**config.mk**
```make
export PLATFORM = sky130hd
export DESIGN_NAME = fln_fmul
export DESIGN_NICKNAME = d
export VERILOG_FILES = /design/src/rtl/core/fln_pkg.sv /design/src/rtl/core/fln_fmul.sv
export SDC_FILE = /design/constraint.sdc
export NUM_CORES = 2
export LEC_CHECK = 0
export BUFFER_PORTS_ARGS = -buffer_cell sky130_fd_sc_hd__buf_2
export CAP_MARGIN = 10
export CORE_ASPECT_RATIO = 1.75
export CORE_MARGIN = 4
export CORE_UTILIZATION = 50
export DETAILED_ROUTE_END_ITERATION = 6
export GPL_TIMING_DRIVEN = 0
export MAX_ROUTING_LAYER = met4
export PLACE_DENSITY_LB_ADDON = 0.05
export SYNTH_ARGS = -nofsm -noshare
export SYNTH_HDL_FRONTEND = slang
export SYNTH_SLANG_ARGS = --single-unit
export TNS_END_PERCENT = 50
```
**constraint.sdc**
```tcl
create_clock -name clk -period 4.7 [get_ports clk]
set_input_delay 1.175 -clock clk [delete_from_list [all_inputs] [get_ports clk]]
set_output_delay 1.175 -clock clk [all_outputs]
set_load 0.03 [all_outputs]
```
**src/rtl/core/fln_pkg.sv**
```systemverilog
// ----------------------------------------------------------------------------
// fln_pkg
// Shared types, constants and helpers for the single-precision natural log
// ----------------------------------------------------------------------------
`timescale 1ns / 1ps
`default_nettype none

package fln_pkg;

    // binary32 constants
    localparam logic [31:0] BIAS_BITS   = 32'h3f2aaaab;
    localparam logic [31:0] EXP_MASK    = 32'hff800000;
    localparam logic [31:0] MAX_FINITE  = 32'h7f7fffff;
    localparam logic [31:0] QUIET_BIT   = 32'h00400000;
    localparam logic [31:0] DEFAULT_NAN = 32'h7fc00000;
    localparam logic [31:0] NEG_INF     = 32'hff800000;
    localparam logic [31:0] POS_INF     = 32'h7f800000;
    localparam logic [31:0] LN2_BITS    = 32'h3f317218;
    localparam logic [31:0] MINUS_ONE   = 32'hbf800000;

    // number of horner steps (multiply then add)
    localparam int unsigned HORNER_STEPS = 8;

    // side information that rides along with each arithmetic operation
    typedef struct packed {
        logic [31:0] f;      // reduced argument (or m before reduction)
        logic [31:0] nl;     // n * ln2
        logic        spec;   // special-case result selected
        logic [31:0] sbits;  // special-case result
    } side_t;

    // polynomial coefficients, index 0 is the linear term
    function automatic logic [31:0] coef(input logic [3:0] idx);
        logic [31:0] c;
        case (idx)
            4'd0:    c = 32'h3f800000;
            4'd1:    c = 32'hbeffffe9;
            4'd2:    c = 32'h3eaaaa73;
            4'd3:    c = 32'hbe800a86;
            4'd4:    c = 32'h3e4cec1d;
            4'd5:    c = 32'hbe281126;
            4'd6:    c = 32'h3e0f3bc9;
            4'd7:    c = 32'hbe1dba8f;
            4'd8:    c = 32'h3e0fef44;
            default: c = 32'h00000000;
        endcase
        return c;
    endfunction

    // leading zero count of a 27-bit mantissa field
    function automatic logic [4:0] lzc27(input logic [26:0] v);
        logic [4:0] n;
        logic       found;
        n     = 5'd27;
        found = 1'b0;
        for (int i = 26; i >= 0; i--) begin
            if (v[i] && !found) begin
                n     = 5'(26 - i);
                found = 1'b1;
            end
        end
        return n;
    endfunction

endpackage

`default_nettype wire

```
**src/rtl/core/fln_fmul.sv**
```systemverilog
// ----------------------------------------------------------------------------
// fln_fmul
// Two-stage binary32 multiplier, round to nearest even, side data carried
// ----------------------------------------------------------------------------
`timescale 1ns / 1ps
`default_nettype none

module fln_fmul
    import fln_pkg::*;
(
    input  wire logic        clk,
    input  wire logic        rst_n,
    input  wire logic        en,
    input  wire logic        in_valid,
    input  wire logic [31:0] a,
    input  wire logic [31:0] b,
    input  wire side_t       in_side,
    output logic             out_valid,
    output logic [31:0]      res,
    output side_t            out_side
);

    logic        v1_reg, v2_reg;
    logic [47:0] prod_reg;
    logic [9:0]  exp1_reg;
    logic        sign1_reg, zero1_reg;
    side_t       side1_reg, side2_reg;
    logic [31:0] res_reg, res_next;

    // stage 1: mantissa product and raw exponent
    always_ff @(posedge clk or negedge rst_n)
    begin
        if (!rst_n)
        begin
            v1_reg <= 1'b0;
            v2_reg <= 1'b0;
        end
        else if (en)
        begin
            v1_reg <= in_valid;
            v2_reg <= v1_reg;
        end
    end

    always_ff @(posedge clk)
    begin
        if (en)
        begin
            prod_reg  <= {24'd0, 1'b1, a[22:0]} * {24'd0, 1'b1, b[22:0]};
            exp1_reg  <= {2'b00, a[30:23]} + {2'b00, b[30:23]} - 10'd127;
            sign1_reg <= a[31] ^ b[31];
            zero1_reg <= (a[30:23] == 8'd0) || (b[30:23] == 8'd0);
            side1_reg <= in_side;
            side2_reg <= side1_reg;
            res_reg   <= res_next;
        end
    end

    // stage 2: normalize by one place and round
    always_comb
    begin
        logic [22:0] mant;
        logic        g, st, up;
        logic [23:0] mr;
        logic [9:0]  e;
        if (prod_reg[47])
        begin
            mant = prod_reg[46:24];
            g    = prod_reg[23];
            st   = |prod_reg[22:0];
            e    = exp1_reg + 10'd1;
        end
        else
        begin
            mant = prod_reg[45:23];
            g    = prod_reg[22];
            st   = |prod_reg[21:0];
            e    = exp1_reg;
        end
        up = g & (st | mant[0]);
        mr = {1'b0, mant} + {23'd0, up};
        if (mr[23])
            e = e + 10'd1;
        if (zero1_reg)
            res_next = {sign1_reg, 31'd0};
        else
            res_next = {sign1_reg, e[7:0], mr[22:0]};
    end

    assign out_valid = v2_reg;
    assign res       = res_reg;
    assign out_side  = side2_reg;

endmodule

`default_nettype wire

```
-- After elaboration in Yosys (flattened, before gate mapping)
Cells that the tools add are included.
- multiply operators: 1
- bitwise gates (word level): 3
- multiplexer cells: 5
- reductions and logical operators: 5
- $add $sub $neg: 5
- operators with widths (operator ; number):
    $mul 24x24->48 ; 1
    $add 23x1->24 ; 1
    $mux 23 ; 1
    $reduce_or 23->1 ; 1
    $reduce_or 22->1 ; 1
    $add 8x1->8 const B ; 2
    $logic_not 8->1 ; 2
    $mux 8 ; 2
    $add 8x8->8 ; 1
    $sub 8x7->8 const B ; 1
    $mux 1 ; 2
    $and 1x1->1 ; 1
    $logic_or 1x1->1 ; 1
    $or 1x1->1 ; 1
    $xor 1x1->1 ; 1
- word-level logic and storage cells: 35
- flip-flop bits (word level): 286
- input bits: 165
- output and inout port bits: 130

-- Depth between registers and ports, before layout
- depth in word-level cells: 6
- depth in mapped cells: 26
- depth with buffers taken out: 24

-- Least setup slack after synthesis
OpenSTA, ideal clock, no wires.
- path kind: input-to-reg
- start: input b[3]
- end: register prod_reg[36], data pin
- setup slack: -2.848 ns
- stages: 26
- data required time: 4.441 ns
- buffers on the path: 2
- arrival: 7.290 ns
- library setup time: 0.259 ns
- path through: clkbuf_1 -> nand2_1 -> fa_1 -> inv_1 -> fa_1 -> inv_1 -> fa_1 -> inv_1 -> fa_1 -> inv_1 -> fa_1 -> inv_1 -> fa_1 -> inv_1 -> fa_1 -> inv_1 -> ha_1 -> clkbuf_1 -> nand2_1 -> nor4_1 -> a211oi_1 -> a21oi_1 -> a41oi_1 -> o21ai_1 -> and4_1 -> nor3_1
- cells in the longest elaborated chain, start to end: 1
- RTL lines (item ; line ; RTL):
    start: declaration ; fln_fmul.sv:16 ; input wire logic [31:0] b,
    $mul 24x24->48 ; fln_fmul.sv:49 ; prod_reg <= {24'd0, 1'b1, a[22:0]} * {24'd0, 1'b1, b[22:0]};
    end signal: assignment ; fln_fmul.sv:49 ;
    end: declaration ; fln_fmul.sv:24 ; logic [47:0] prod_reg;
No other way between the ends.
A chain may end at the register's enable or synchronous reset.

-- Worst setup path after layout
- start: input a[16]
- end: register prod_reg[42], data pin
- cells in the longest elaborated chain, start to end: 1
- RTL lines (item ; line ; RTL):
    start: declaration ; fln_fmul.sv:15 ; input wire logic [31:0] a,
    $mul 24x24->48 ; fln_fmul.sv:49 ;
No other way between the ends.

==> flow_summary.toml <==
[status]
status = "complete, but fails checks"
violations = "negative setup slack"

[sta]
hold_ws_ps = 418
worst_slew_pin_slew_ps = 689
final.period_utilization_pct = 150
min_period_ps = 7030
max_freq_mhz = 142
setup_viol = 39
finalMaxSlewViolations = 0
fin_skew_ps = 15.7
finalHoldViolCount = 0
setup_slack_ps = -2330
rsz0062_at_grt = "true"
slew_headroom_pct = 54.1

[yosys]
synth_cell_types = 66
synth_most_common_cell = "inv_1"
synth_top_cell_area_share_pct = 33.2
syn_area_um2 = 29100
yosys_warnings = 0
ys_ff_latch = 286
avgSynthCellArea_um2 = 10.7
synth_top_cell_by_area = "fa_1"
synth_nets = 3548
synth_edf_count = 284
async_reset_ff_share_pct = 0.699
yosys-top-cells-area = "fa_1 (33%), edfxtp_1 (29%), ha_1 (8.1%)"
synth_ff_type = "edfxtp_1"
seq_area_frac_synth_pct = 29.5
synth_cells = 2711
yosys-top-cells-count = "inv_1 (588), fa_1 (483), nand2_1 (321), edfxtp_1 (284), and2_1 (249)"

[drt]
drt-initial-drc-count = 1278
totalWireLength_um = 101000
drc = 0
ant_nets = 0
viasPerCell = 5.36
dr.pass1.iters = 5
wl_per_cell_um = 25.4
vias = 21200

[placed_design]
gp_congestion = 1.01
dp_worst_setup_slack_ps = -3930
port_buffers = 289
dpl.hpwl_um = 78600
placed_cells = 3769

[clocking]
ctsRootBufferMaster = "clkbuf_16"
clock_path_buffers = 3
cts_buffers = 21
cts_max_level = 1
clk-insertion-delay-late_ps = 520
tritoncts = "yes"
clkSlewWorstSetupHoldPaths_ps = 80
clock_sinks = 286

[setup_path]
worstSetupStartpointType = "input port"
cp.arrival_ps = 7290
critPathCaptureType = "flop"
path_max_fanout = 6
critical_path_class = "in -> reg"
worstPathRequired_ps = 4960

[die]
design.die.area_um2 = 62300
io_pins = 295
fp.dieW_um = 190
core_area_um2 = 57500
rows = 116
die_height_um = 327
initial_core_util_pct = 50.6

[grt]
grt_use_total_pct = 33.3
grt.overflow.total = 0
grt_pass1_vias = 23000
grt_pass1_wl_um = 146000
antenna_found_initial = 9
grt_max_degree = 140

[layout]
nets = 4000
fin_cells = 3958
layout-drive-gt1-share_pct = 25.4
nFillCells = 4672
areaGrowthSynthToFinish_pct = 25.5

[run]
maxCapViolCount = 0

[hold_path]
min_path_type = "reg -> reg"
final timing paths:
check,from,end,slack (ps),cells after the start
worst max-delay path,a[16],prod_reg[42]$_DFFE_PP_,-2330,25
worst min-delay path,side1_reg[83]$_DFFE_PP_,out_side[83]$_DFFE_PP_,420,0
worst max register to register,prod_reg[47]$_DFFE_PP_,res[22]$_SDFFCE_PP0P_,240,16
worst min register to register,side1_reg[83]$_DFFE_PP_,out_side[83]$_DFFE_PP_,420,0
max in group asynchronous,rst_n,out_valid$_DFFE_PN0P_,4170,1
min in group asynchronous,rst_n,v1_reg$_DFFE_PN0P_,430,1
timing repair:
action	in CTS	in global routing
hold buffers	0	0
gates cloned	3	0
pin swaps	84	94
setup endpoints to repair	46	41
setup buffers	103	40
resized for setup	414	133
routing by layer:
metal / GRT usage, % / routed length, um
met2: 55.1 / 49900
met1: 32.9 / 31700
met5: - / 0
met3: 6.16 / 6860
met4: 29.8 / 12200
placed cells by master (no fill, tap or decap), drive strengths merged, types with 3 or more instances in the layout:
cell / n
a211oi: 13
a21o: 29
a21oi: 67
a221oi: 5
a31oi: 6
a41oi: 5
and2: 250
and3: 10
buf: 445
clkbuf: 126
clkinv: 13
clkinvlp: 5
diode: 14
edfxtp: 284
fa: 483
ha: 189
inv: 585
mux2: 5
mux2i: 6
nand2: 321
nand2b: 4
nand3: 17
nand4: 13
nor2: 83
nor2b: 12
nor3: 16
nor4: 12
o211ai: 5
o21a: 3
o21ai: 33
o21bai: 9
o31ai: 4
xnor2: 45
xor2: 40
per-stage QoR:
stage | instance area (um2) | utilization [%] | TNS (ps)
6_report | 36500 | 63.5 | -70590
5_1_grt | 36500 | 63.5 | -75700
4_1_cts | 35600 | 62.0 | -70120
3_5_place_dp | 32200 | 56.0 | -124920
3_3_place_gp | 32100 | 55.9 | -473880
2_1_floorplan | 29700 | - | -71070
critical path: stages:
cell and delay [ps]:
buf_12 110, clkbuf_16 150, buf_4 120, nand2_1 80, fa_2 600, inv_2 50, fa_1 550, inv_2 40
fa_1 480, inv_2 40, fa_2 690, fa_2 480, fa_1 570, inv_2 40, fa_2 560, inv_2 50
ha_4 150, a21o_1 160, o21bai_4 180, a221oi_4 290, o21ai_2 100, a41oi_2 180, o21a_1 200, nand2_1 80
xor2_1 140
final cells by class:
cell class | instances | area (um2) | area share [%]
antenna | 14 | 35.0 | 0.0959
sequential | 286 | 8580 | 23.5
tap | 767 | 960 | 2.63
clock inverter | 13 | 128 | 0.349
buffer | 111 | 1840 | 5.04
inverter | 592 | 2260 | 6.19
clock buffer | 24 | 537 | 1.47
timing repair buffer | 436 | 3240 | 8.87
multi-input combinational | 1715 | 18900 | 51.9
kinds of logic after synthesis:
logic type                 share of synthesized area (%)
AOI/OAI and AO/OA                                   4.18
xor gates and xnor gates                            2.56
adders and majority gates                           41.4
buffers and inverters                               9.18
DFF                                                 29.5
muxes                                              0.400
and+or+nand+nor                                     12.8
Power is not shown: default switching activity piles up to over one toggle a cycle in this logic, so the estimate is an artifact.
